`src/design/u2e_pkg.sv`:
```
// Shared types, status codes and the I8-to-EBCDIC byte table for the UTF-8 to UTF-EBCDIC converter.
package u2e_pkg;

  // Result status codes.
  localparam logic [1:0] ST_OK         = 2'd0;
  localparam logic [1:0] ST_ILLEGAL    = 2'd1;
  localparam logic [1:0] ST_INCOMPLETE = 2'd2;

  // Depth of the command queue between the decoder and the encoder.
  localparam int CMD_DEPTH = 2;
  localparam int CMD_PTR_W = $clog2(CMD_DEPTH);
  localparam int CMD_CNT_W = $clog2(CMD_DEPTH + 1);

  // One command for the encoder: a checked code point or an error.
  // trail is the number of I8 trailer bytes that follow the lead (0..4).
  typedef struct packed {
    logic [1:0]  status;
    logic [20:0] cp;
    logic [2:0]  trail;
  } cmd_t;

  // UTR#16 I8-to-EBCDIC mapping.
  localparam logic [7:0] I8_ROM [256] = '{
    8'h00,8'h01,8'h02,8'h03,8'h37,8'h2D,8'h2E,8'h2F,8'h16,8'h05,8'h15,8'h0B,8'h0C,8'h0D,8'h0E,8'h0F,
    8'h10,8'h11,8'h12,8'h13,8'h3C,8'h3D,8'h32,8'h26,8'h18,8'h19,8'h3F,8'h27,8'h1C,8'h1D,8'h1E,8'h1F,
    8'h40,8'h5A,8'h7F,8'h7B,8'h5B,8'h6C,8'h50,8'h7D,8'h4D,8'h5D,8'h5C,8'h4E,8'h6B,8'h60,8'h4B,8'h61,
    8'hF0,8'hF1,8'hF2,8'hF3,8'hF4,8'hF5,8'hF6,8'hF7,8'hF8,8'hF9,8'h7A,8'h5E,8'h4C,8'h7E,8'h6E,8'h6F,
    8'h7C,8'hC1,8'hC2,8'hC3,8'hC4,8'hC5,8'hC6,8'hC7,8'hC8,8'hC9,8'hD1,8'hD2,8'hD3,8'hD4,8'hD5,8'hD6,
    8'hD7,8'hD8,8'hD9,8'hE2,8'hE3,8'hE4,8'hE5,8'hE6,8'hE7,8'hE8,8'hE9,8'hAD,8'hE0,8'hBD,8'h5F,8'h6D,
    8'h79,8'h81,8'h82,8'h83,8'h84,8'h85,8'h86,8'h87,8'h88,8'h89,8'h91,8'h92,8'h93,8'h94,8'h95,8'h96,
    8'h97,8'h98,8'h99,8'hA2,8'hA3,8'hA4,8'hA5,8'hA6,8'hA7,8'hA8,8'hA9,8'hC0,8'h4F,8'hD0,8'hA1,8'h07,
    8'h20,8'h21,8'h22,8'h23,8'h24,8'h25,8'h06,8'h17,8'h28,8'h29,8'h2A,8'h2B,8'h2C,8'h09,8'h0A,8'h1B,
    8'h30,8'h31,8'h1A,8'h33,8'h34,8'h35,8'h36,8'h08,8'h38,8'h39,8'h3A,8'h3B,8'h04,8'h14,8'h3E,8'hFF,
    8'h41,8'h42,8'h43,8'h44,8'h45,8'h46,8'h47,8'h48,8'h49,8'h4A,8'h51,8'h52,8'h53,8'h54,8'h55,8'h56,
    8'h57,8'h58,8'h59,8'h62,8'h63,8'h64,8'h65,8'h66,8'h67,8'h68,8'h69,8'h6A,8'h70,8'h71,8'h72,8'h73,
    8'h74,8'h75,8'h76,8'h77,8'h78,8'h80,8'h8A,8'h8B,8'h8C,8'h8D,8'h8E,8'h8F,8'h90,8'h9A,8'h9B,8'h9C,
    8'h9D,8'h9E,8'h9F,8'hA0,8'hAA,8'hAB,8'hAC,8'hAE,8'hAF,8'hB0,8'hB1,8'hB2,8'hB3,8'hB4,8'hB5,8'hB6,
    8'hB7,8'hB8,8'hB9,8'hBA,8'hBB,8'hBC,8'hBE,8'hBF,8'hCA,8'hCB,8'hCC,8'hCD,8'hCE,8'hCF,8'hDA,8'hDB,
    8'hDC,8'hDD,8'hDE,8'hDF,8'hE1,8'hEA,8'hEB,8'hEC,8'hED,8'hEE,8'hEF,8'hFA,8'hFB,8'hFC,8'hFD,8'hFE
  };

endpackage

```
`src/design/utf8_to_utf_ebcdic_converter.sv`:
```
// Top level of the UTF-8 to UTF-EBCDIC converter.
//
// Input side: a queue-style write port. A beat carries one UTF-8 byte and an
// end-of-buffer flag, and is taken at a rising edge with in_push high and
// in_full low. A byte can be taken every cycle while the command queue has room.
// Output side: a queue-style read port. While out_empty is low the oldest
// result (EBCDIC byte, status, last-of-character flag) is on the out_ ports and
// is taken at a rising edge with out_pop high.
// Each complete character gives one to five output bytes; an illegal sequence
// or a character cut off at buffer end gives one error beat with a zero byte.
// A result passes through the command queue, the encoder's command register
// and the output register. Throughput: the decoder takes one byte per cycle
// while the queue has room, the encoder issues one output byte per cycle while
// the receiver pops, so sustained rate is set by the encoder's serialisation.
// A two-entry command queue separates the decoder from the encoder, so the
// input keeps flowing for a while when the receiver stalls; in_full rises when
// that queue fills. Reset (rst_n low, synchronous) empties the queue and the
// output register and returns the decoder to expecting a lead byte.
module utf8_to_utf_ebcdic_converter (
  input  logic       clk,
  input  logic       rst_n,
  input  logic       in_push,
  output logic       in_full,
  input  logic [7:0] in_byte,
  input  logic       in_end_of_buffer,
  output logic       out_empty,
  input  logic       out_pop,
  output logic [7:0] out_byte,
  output logic [1:0] out_status,
  output logic       out_last_of_char
);
  import u2e_pkg::*;

  logic byte_accept;
  logic cmd_push, cmd_full, cmd_empty, cmd_pop;
  cmd_t cmd_in, cmd_out;

  assign in_full     = cmd_full;
  assign byte_accept = in_push && !cmd_full;

  u2e_front u_front (
    .clk              (clk),
    .rst_n            (rst_n),
    .byte_accept      (byte_accept),
    .in_byte          (in_byte),
    .in_end_of_buffer (in_end_of_buffer),
    .cmd_push         (cmd_push),
    .cmd_data         (cmd_in)
  );

  u2e_cmd_fifo u_fifo (
    .clk       (clk),
    .rst_n     (rst_n),
    .push      (cmd_push),
    .push_data (cmd_in),
    .full      (cmd_full),
    .pop       (cmd_pop),
    .empty     (cmd_empty),
    .pop_data  (cmd_out)
  );

  u2e_back u_back (
    .clk              (clk),
    .rst_n            (rst_n),
    .cmd_empty        (cmd_empty),
    .cmd_data         (cmd_out),
    .cmd_pop          (cmd_pop),
    .out_empty        (out_empty),
    .out_pop          (out_pop),
    .out_byte         (out_byte),
    .out_status       (out_status),
    .out_last_of_char (out_last_of_char)
  );

  // An error beat always carries a zero byte and closes its character.
  a_error_beat: assert property (@(posedge clk) disable iff (!rst_n)
    (!out_empty && (out_status != ST_OK)) |-> ((out_byte == 8'd0) && out_last_of_char))
    else $error("error beat with non-zero byte or without last flag");

  // Only defined status codes reach the output.
  a_status_code: assert property (@(posedge clk) disable iff (!rst_n)
    !out_empty |-> ((out_status == ST_OK) || (out_status == ST_ILLEGAL) ||
                    (out_status == ST_INCOMPLETE)))
    else $error("undefined status code on output");

  // The decoder never issues a command into a full queue.
  a_no_overflow: assert property (@(posedge clk) disable iff (!rst_n)
    cmd_push |-> !cmd_full)
    else $error("command pushed into a full queue");

  // A waiting result is not withdrawn while the receiver stalls.
  a_result_held: assert property (@(posedge clk) disable iff (!rst_n)
    (!out_empty && !out_pop) |=> !out_empty)
    else $error("waiting result lost while stalled");

endmodule

```
`src/design/u2e_front.sv`:
```
// UTF-8 decoder: checks each input byte, gathers code points and issues encoder commands.
module u2e_front (
  input  logic          clk,
  input  logic          rst_n,
  input  logic          byte_accept,
  input  logic [7:0]    in_byte,
  input  logic          in_end_of_buffer,
  output logic          cmd_push,
  output u2e_pkg::cmd_t cmd_data
);
  import u2e_pkg::*;

  logic [20:0] acc_r, acc_nxt;
  logic [1:0]  rem_r, rem_nxt;
  logic [7:0]  lead_r, lead_nxt;
  logic        second_r, second_nxt;
  logic [7:0]  lo, hi;
  logic [20:0] cp_next;

  // Build a character command: reject noncharacters, surrogates and
  // out-of-range values, otherwise work out the I8 length.
  function automatic cmd_t make_char(input logic [20:0] cp);
    cmd_t c;
    logic bad;
    bad = (cp[15:0] == 16'hFFFE) || (cp[15:0] == 16'hFFFF) || (cp > 21'h10FFFF) ||
          ((cp >= 21'h00D800) && (cp <= 21'h00DFFF)) ||
          ((cp >= 21'h00FDD0) && (cp <= 21'h00FDEF));
    c.cp = cp;
    if (bad) begin
      c.status = ST_ILLEGAL;
      c.trail  = 3'd0;
    end else begin
      c.status = ST_OK;
      if (cp <= 21'h00009F) c.trail = 3'd0;
      else if (cp <= 21'h0003FF) c.trail = 3'd1;
      else if (cp <= 21'h003FFF) c.trail = 3'd2;
      else if (cp <= 21'h03FFFF) c.trail = 3'd3;
      else c.trail = 3'd4;
    end
    return c;
  endfunction

  function automatic cmd_t make_error(input logic [1:0] code);
    cmd_t c;
    c.status = code;
    c.cp     = '0;
    c.trail  = 3'd0;
    return c;
  endfunction

  // Range of the second byte depends on the lead byte.
  always_comb begin
    lo = 8'h80;
    hi = 8'hBF;
    if (second_r) begin
      case (lead_r)
        8'hE0:   lo = 8'hA0;
        8'hED:   hi = 8'h9F;
        8'hF0:   lo = 8'h90;
        8'hF4:   hi = 8'h8F;
        default: ;
      endcase
    end
  end

  assign cp_next = {acc_r[14:0], in_byte[5:0]};

  // Decoding step for each accepted beat.
  always_comb begin
    acc_nxt    = acc_r;
    rem_nxt    = rem_r;
    lead_nxt   = lead_r;
    second_nxt = second_r;
    cmd_push   = 1'b0;
    cmd_data   = make_error(ST_ILLEGAL);
    if (byte_accept) begin
      if (rem_r == 2'd0) begin
        if (in_byte <= 8'h7F) begin
          cmd_push = 1'b1;
          cmd_data = make_char({13'd0, in_byte});
        end else if (!(in_byte inside {[8'hC2:8'hF4]})) begin
          cmd_push = 1'b1;
          cmd_data = make_error(ST_ILLEGAL);
        end else if (in_end_of_buffer) begin
          cmd_push = 1'b1;
          cmd_data = make_error(ST_INCOMPLETE);
        end else begin
          lead_nxt   = in_byte;
          second_nxt = 1'b1;
          if (in_byte inside {[8'hC2:8'hDF]}) begin
            rem_nxt = 2'd1;
            acc_nxt = {16'd0, in_byte[4:0]};
          end else if (in_byte inside {[8'hE0:8'hEF]}) begin
            rem_nxt = 2'd2;
            acc_nxt = {17'd0, in_byte[3:0]};
          end else begin
            rem_nxt = 2'd3;
            acc_nxt = {18'd0, in_byte[2:0]};
          end
        end
      end else if (in_end_of_buffer && (rem_r > 2'd1)) begin
        cmd_push = 1'b1;
        cmd_data = make_error(ST_INCOMPLETE);
      end else if ((in_byte < lo) || (in_byte > hi)) begin
        cmd_push = 1'b1;
        cmd_data = make_error(ST_ILLEGAL);
      end else begin
        acc_nxt    = cp_next;
        second_nxt = 1'b0;
        rem_nxt    = rem_r - 2'd1;
        if (rem_r == 2'd1) begin
          cmd_push = 1'b1;
          cmd_data = make_char(cp_next);
        end
      end
      // Any result ends the character and returns to lead-byte state.
      if (cmd_push) begin
        acc_nxt    = '0;
        rem_nxt    = 2'd0;
        lead_nxt   = 8'd0;
        second_nxt = 1'b0;
      end
    end
  end

  always_ff @(posedge clk) begin
    if (!rst_n) begin
      acc_r    <= '0;
      rem_r    <= 2'd0;
      lead_r   <= 8'd0;
      second_r <= 1'b0;
    end else begin
      acc_r    <= acc_nxt;
      rem_r    <= rem_nxt;
      lead_r   <= lead_nxt;
      second_r <= second_nxt;
    end
  end

endmodule

```
`src/design/u2e_cmd_fifo.sv`:
```
// Short command queue between the decoder and the encoder.
module u2e_cmd_fifo (
  input  logic          clk,
  input  logic          rst_n,
  input  logic          push,
  input  u2e_pkg::cmd_t push_data,
  output logic          full,
  input  logic          pop,
  output logic          empty,
  output u2e_pkg::cmd_t pop_data
);
  import u2e_pkg::*;

  cmd_t                 slot_r [CMD_DEPTH];
  logic [CMD_PTR_W-1:0] wr_ptr_r, rd_ptr_r;
  logic [CMD_CNT_W-1:0] count_r;
  logic                 do_push, do_pop;

  assign full     = (count_r == CMD_CNT_W'(CMD_DEPTH));
  assign empty    = (count_r == '0);
  assign pop_data = slot_r[rd_ptr_r];
  assign do_push  = push && !full;
  assign do_pop   = pop && !empty;

  // Pointers and fill level.
  always_ff @(posedge clk) begin
    if (!rst_n) begin
      wr_ptr_r <= '0;
      rd_ptr_r <= '0;
      count_r  <= '0;
    end else begin
      if (do_push) wr_ptr_r <= wr_ptr_r + 1'b1;
      if (do_pop)  rd_ptr_r <= rd_ptr_r + 1'b1;
      if (do_push && !do_pop) count_r <= count_r + 1'b1;
      else if (do_pop && !do_push) count_r <= count_r - 1'b1;
    end
  end

  // Storage needs no reset.
  always_ff @(posedge clk) begin
    if (do_push) slot_r[wr_ptr_r] <= push_data;
  end

endmodule

```
`src/design/u2e_back.sv`:
```
// UTF-EBCDIC encoder: serialises each command into I8 bytes, maps them and drives the output register.
module u2e_back (
  input  logic          clk,
  input  logic          rst_n,
  input  logic          cmd_empty,
  input  u2e_pkg::cmd_t cmd_data,
  output logic          cmd_pop,
  output logic          out_empty,
  input  logic          out_pop,
  output logic [7:0]    out_byte,
  output logic [1:0]    out_status,
  output logic          out_last_of_char
);
  import u2e_pkg::*;

  logic       cur_valid_r;
  cmd_t       cur_r;
  logic       lead_r;
  logic [2:0] rem_r;
  logic       out_valid_r;
  logic [7:0] out_byte_r;
  logic [1:0] out_status_r;
  logic       out_last_r;
  logic       step;
  logic       last;
  logic [7:0] i8;
  logic [4:0] trail_bits;

  // A byte is produced whenever there is work and room in the output register.
  assign step    = cur_valid_r && (!out_valid_r || out_pop);
  assign cmd_pop = !cmd_empty && (!cur_valid_r || (step && last));

  // Five payload bits for the next trailer.
  always_comb begin
    case (rem_r)
      3'd1:    trail_bits = cur_r.cp[4:0];
      3'd2:    trail_bits = cur_r.cp[9:5];
      3'd3:    trail_bits = cur_r.cp[14:10];
      3'd4:    trail_bits = cur_r.cp[19:15];
      default: trail_bits = cur_r.cp[4:0];
    endcase
  end

  // Current I8 byte: lead first, then trailers.
  always_comb begin
    if (lead_r) begin
      last = (cur_r.trail == 3'd0);
      case (cur_r.trail)
        3'd0:    i8 = cur_r.cp[7:0];
        3'd1:    i8 = {3'b110, cur_r.cp[9:5]};
        3'd2:    i8 = {4'b1110, cur_r.cp[13:10]};
        3'd3:    i8 = {5'b11110, cur_r.cp[17:15]};
        default: i8 = {6'b111110, 1'b0, cur_r.cp[20]};
      endcase
    end else begin
      last = (rem_r == 3'd1);
      i8   = {3'b101, trail_bits};
    end
    if (cur_r.status != ST_OK) last = 1'b1;
  end

  // Command sequencing.
  always_ff @(posedge clk) begin
    if (!rst_n) begin
      cur_valid_r <= 1'b0;
      lead_r      <= 1'b0;
      rem_r       <= 3'd0;
    end else begin
      if (cmd_pop) begin
        cur_valid_r <= 1'b1;
        cur_r       <= cmd_data;
        lead_r      <= 1'b1;
        rem_r       <= cmd_data.trail;
      end else if (step) begin
        if (last) cur_valid_r <= 1'b0;
        else if (lead_r) lead_r <= 1'b0;
        else rem_r <= rem_r - 3'd1;
      end
    end
  end

  // Output register.
  always_ff @(posedge clk) begin
    if (!rst_n) begin
      out_valid_r <= 1'b0;
    end else if (step) begin
      out_valid_r <= 1'b1;
    end else if (out_pop) begin
      out_valid_r <= 1'b0;
    end
  end

  always_ff @(posedge clk) begin
    if (step) begin
      out_byte_r   <= (cur_r.status == ST_OK) ? I8_ROM[i8] : 8'd0;
      out_status_r <= cur_r.status;
      out_last_r   <= last;
    end
  end

  assign out_empty        = !out_valid_r;
  assign out_byte         = out_byte_r;
  assign out_status       = out_status_r;
  assign out_last_of_char = out_last_r;

endmodule

```
`config.mk`:
```
export PLATFORM = sky130hd
export DESIGN_NAME = utf8_to_utf_ebcdic_converter
export DESIGN_NICKNAME = d
export VERILOG_FILES = /design/src/design/u2e_pkg.sv /design/src/design/utf8_to_utf_ebcdic_converter.sv /design/src/design/u2e_front.sv /design/src/design/u2e_cmd_fifo.sv /design/src/design/u2e_back.sv
export SDC_FILE = /design/constraint.sdc
export NUM_CORES = 1
export LEC_CHECK = 0
export BUFFER_PORTS_ARGS = -buffer_cell sky130_fd_sc_hd__buf_2
export CAP_MARGIN = 10
export CORE_ASPECT_RATIO = 0.5
export CORE_MARGIN = 2
export CORE_UTILIZATION = 40
export DETAILED_ROUTE_END_ITERATION = 8
export PLACE_DENSITY = 0.56
export SLEW_MARGIN = 20
export SYNTH_ARGS = -nofsm -noshare
export SYNTH_HDL_FRONTEND = slang
export SYNTH_SLANG_ARGS = --single-unit
```
`constraint.sdc`:
```
create_clock -name clk -period 5.9 [get_ports clk]
set_clock_uncertainty 0.1 [all_clocks]
set_input_delay 0.885 -clock clk [delete_from_list [all_inputs] [get_ports clk]]
set_output_delay 0.885 -clock clk [all_outputs]
set_load 0.05 [all_outputs]
```
==> impl_metrics.yaml <==
outcome:
  status: "finished, final reports clean"
timing:
  worstMarginPinSlew_ns: 0.855
  rsz0062_at_grt: "no"
  max-slew-margin-rel_pct: 43.0
  hold_slack_ns: 0.357
  fmax_ghz: 0.246
  setup-tns-final_ns: 0
  finalCriticalPeriod_ns: 4.06
  layout_worst_path_cycle_share_pct: 68.8
  hold_viol_final: 0
  slew_violations: 0
  setup_viol: 0
worst_setup_path:
  crit_path_end: "u_back.out_byte[1]$_SDFFCE_PP0P_"
  r2r_setup_slack_ns: 1.84
  cp_slowest_stage_delay_ns: 0.81
  cp.depth: 14
  end_kind: "flip-flop"
  arrival_ns: 4.12
  worst-path-buf-inv: 3
  crit_type: "reg -> reg"
  crit_slowest_cell: "ha_1"
  critPathTopFamily: "adder cells"
  crit_top_cell: "ha_1"
  worstSetupStartpoint: "u_back.rem_r[0]$_SDFFE_PN0P_"
  r2r_end: "u_back.out_byte[1]$_SDFFCE_PP0P_"
  cp_cell_sequence: "inv_1, ha_1, ha_1, a21o_1, a221o_1, o22ai_1, buf_4, inv_1, ha_1, mux2i_1, o221a_2, o32ai_1, a311oi_1, o32ai_1"
  required_ns: 5.96
  critPathMaxFanout: 22
  worstRegToRegCells: 14
  reg2reg_from: "u_back.rem_r[0]$_SDFFE_PN0P_"
  worst_setup_path_start_kind: "flip-flop"
synth:
  synth_ff_type: "edfxtp_1"
  syn_area_sq_um: 7540
  syn_avg_cell_area_sq_um: 9.55
  yosys.area.top_type_share_pct: 35.4
  synth_nets: 829
  synth.distinct_cells: 79
  yosys_warnings: 0
  ys_seq_area_share_pct: 45.3
  yosysTopAreaCell: "edfxtp_1"
  synth-edff-count: 89
  ys_top_cells_by_area: "edfxtp_1, dfxtp_1, a21oi_1"
  ys_seq_elements: 126
  async_flop_share_pct: 0
  syn_inst: 790
power_and_ir_drop:
  pwr-share-comb_pct: 55.2
  vdd_drop_max_mv: 0.302
  power.switching_mw: 2.46
  seq_power_share_pct: 24.5
  swShare_pct: 47.6
  clkPwrFrac_pct: 20.4
  p_leak_nw: 2.96
  finalPower_mw: 5.17
  internal-power_mw: 2.71
  power.density_nw_per_um2: 613
routing:
  drc_errors: 0
  ant_nets: 0
  wl_per_cell_um: 19.3
  drt-vias-per-instance: 5.95
  routed_wl_um: 20600
  firstDrtPassIters: 7
  detail_route.iter0.violations: 589
  vias: 6327
cells_and_area:
  diodes: 0
  area_delta_synth_final_pct: 11.7
  mostFrequentLayoutCell: "edfxtp_1"
  ff_latch_area_sq_um: 3410
  multi_input_area_sq_um: 3780
  final_cell_mix: "edfxtp_1, nand2_1, a21oi_1"
  finalCoreUtilization_pct: 45.7
  fill_cells: 1754
  final_cell_count_no_fill: 1063
  final_nets: 830
  drive_gt1_share_pct: 15.7
placement:
  gp_congestion: 0.970
  dp_cells: 1031
  hpwlAfterDp_um: 13600
  io_buffers: 25
cts:
  tritoncts: "yes"
  clk_latency_ns: 0.42
  clkSinkCount: 126
  cts_buffer_depth: 2
  cts_made_buffers: 17
  cts-root-buf: "clkbuf_16"
  path_clk_slew_ns: 0.07
  ctsHoldBuffers: 0
  cts_resized: 0
  post_cts_buffers: 0
  htree_levels: 4
global_route:
  grt_usage_pct: 21.3
  grt_overflow: 0
  grt_max_degree: 43
  grt_pass1_wl_um: 32800
  antenna_found_initial: 0
  grt_pass1_vias: 5861
worst_hold_path:
  hold_class: "reg -> reg"
  hp-start: "u_front.lead_r[1]$_SDFFE_PN0P_"
die:
  die_w_um: 198
  rows: 35
  core_area_sq_um: 18400
  ios: 26
  dieArea_sq_um: 20000
  chipHeight_um: 101
  initial_utilization_pct: 40.9
run:
  cap_violations: 0
==> state kept, by name, summed over array words and instances (netlist names), 3 cells and up, named ones only <==
signal,count
u_fifo.slot_r,52
u_back.cur_r,26
u_front.acc_r,15
u_back.out_byte,8
u_front.lead_r,8
u_back.rem_r,3
==> worst min path at each step <==
stage | endpoint | slack, ns | cells after the start
6_report | u_front.lead_r[1]$_SDFFE_PN0P_ | 0.36 | 2
2_1_floorplan | u_front.lead_r[1]$_SDFFE_PN0P_ | 0.33 | 2
3_3_place_gp | u_front.lead_r[1]$_SDFFE_PN0P_ | 0.35 | 2
4_1_cts | u_front.lead_r[1]$_SDFFE_PN0P_ | 0.36 | 2
3_5_place_dp | u_front.lead_r[1]$_SDFFE_PN0P_ | 0.35 | 2
5_1_grt | u_front.lead_r[1]$_SDFFE_PN0P_ | 0.38 | 2
==> Yosys cell counts (5+ instances only) <==
| master | instances |
|---|---|
| ha_1 | 26 |
| a21oi_1 | 78 |
| dfxtp_1 | 37 |
| a31oi_1 | 16 |
| o22ai_1 | 6 |
| nand2_1 | 81 |
| buf_2 | 15 |
| nand3_1 | 31 |
| mux2_2 | 27 |
| mux2i_1 | 10 |
| o221ai_1 | 7 |
| nor3_1 | 16 |
| a221oi_1 | 5 |
| and3_1 | 20 |
| o21ai_0 | 40 |
| nand4_1 | 8 |
| nand2b_1 | 11 |
| a221o_1 | 6 |
| clkbuf_1 | 27 |
| o2111ai_1 | 5 |
| inv_1 | 11 |
| edfxtp_1 | 89 |
| a211oi_1 | 14 |
| nor2b_1 | 6 |
| nor2_1 | 63 |
| and2_1 | 11 |
| o211ai_1 | 10 |
| buf_4 | 9 |
==> metrics by stage <==
step,instance area [sq um],setup WS (ns)
2_1_floorplan,7540,1.99
3_3_place_gp,7820,2.03
3_5_place_dp,7820,1.95
4_1_cts,8420,1.95
5_1_grt,8420,1.65
6_report,8420,1.84
==> area by class of cell <==
class | instances | share of cell area (%)
well taps | 259 | 3.85
flip-flops and latches | 126 | 40.5
repair buffers | 42 | 3.00
inverters | 14 | 0.654
clock inverters | 15 | 2.06
clock buffers | 17 | 5.05
multi-input cells | 590 | 44.9
==> worst register-to-register path, cell delays in order, from the launching register on <==
cell and delay [ns]:
dfxtp_1 0.39, inv_1 0.09, ha_1 0.20, ha_1 0.27, a21o_1 0.18, a221o_1 0.25, o22ai_1 0.11, buf_4 0.26
inv_1 0.15, ha_1 0.81, mux2i_1 0.28, o221a_2 0.21, o32ai_1 0.06, a311oi_1 0.30, o32ai_1 0.14
==> cells by family (layout without fill, tap and decap cells) <==
kind of cell / count (synthesis) / in the layout / share of synthesized area (%)
buffers and inverters: 74 / 88 / 4.96
XOR/XNOR: 6 / 6 / 0.697
AO/OA/AOI/OAI: 240 / 240 / 21.1
adder cells (fa/ha/maj): 26 / 26 / 4.31
flip-flops: 126 / 126 / 45.3
AND/OR/NAND/NOR: 280 / 280 / 18.2
multiplexers: 38 / 38 / 5.51
==> layer usage <==
metal	global-route usage, %	share of wire (%)	up-vias
met3	5.02	6.9	55
li1	-	-	2980
met2	32.7	44	305
met5	0	0	-
met1	29.2	47	2987
met4	8.04	2.4	0
==> power groups by stage <==
stage | sequential, mW | combinational (mW) | clock (mW)
2_1_floorplan | 1.30 | 2.09 | 0
3_3_place_gp | 1.28 | 2.76 | 0
3_5_place_dp | 1.28 | 2.73 | 0
4_1_cts | 1.27 | 2.74 | 1.08
5_1_grt | 1.28 | 3.06 | 1.12
6_report | 1.26 | 2.85 | 1.05
Power figures use the tool's default switching activity.
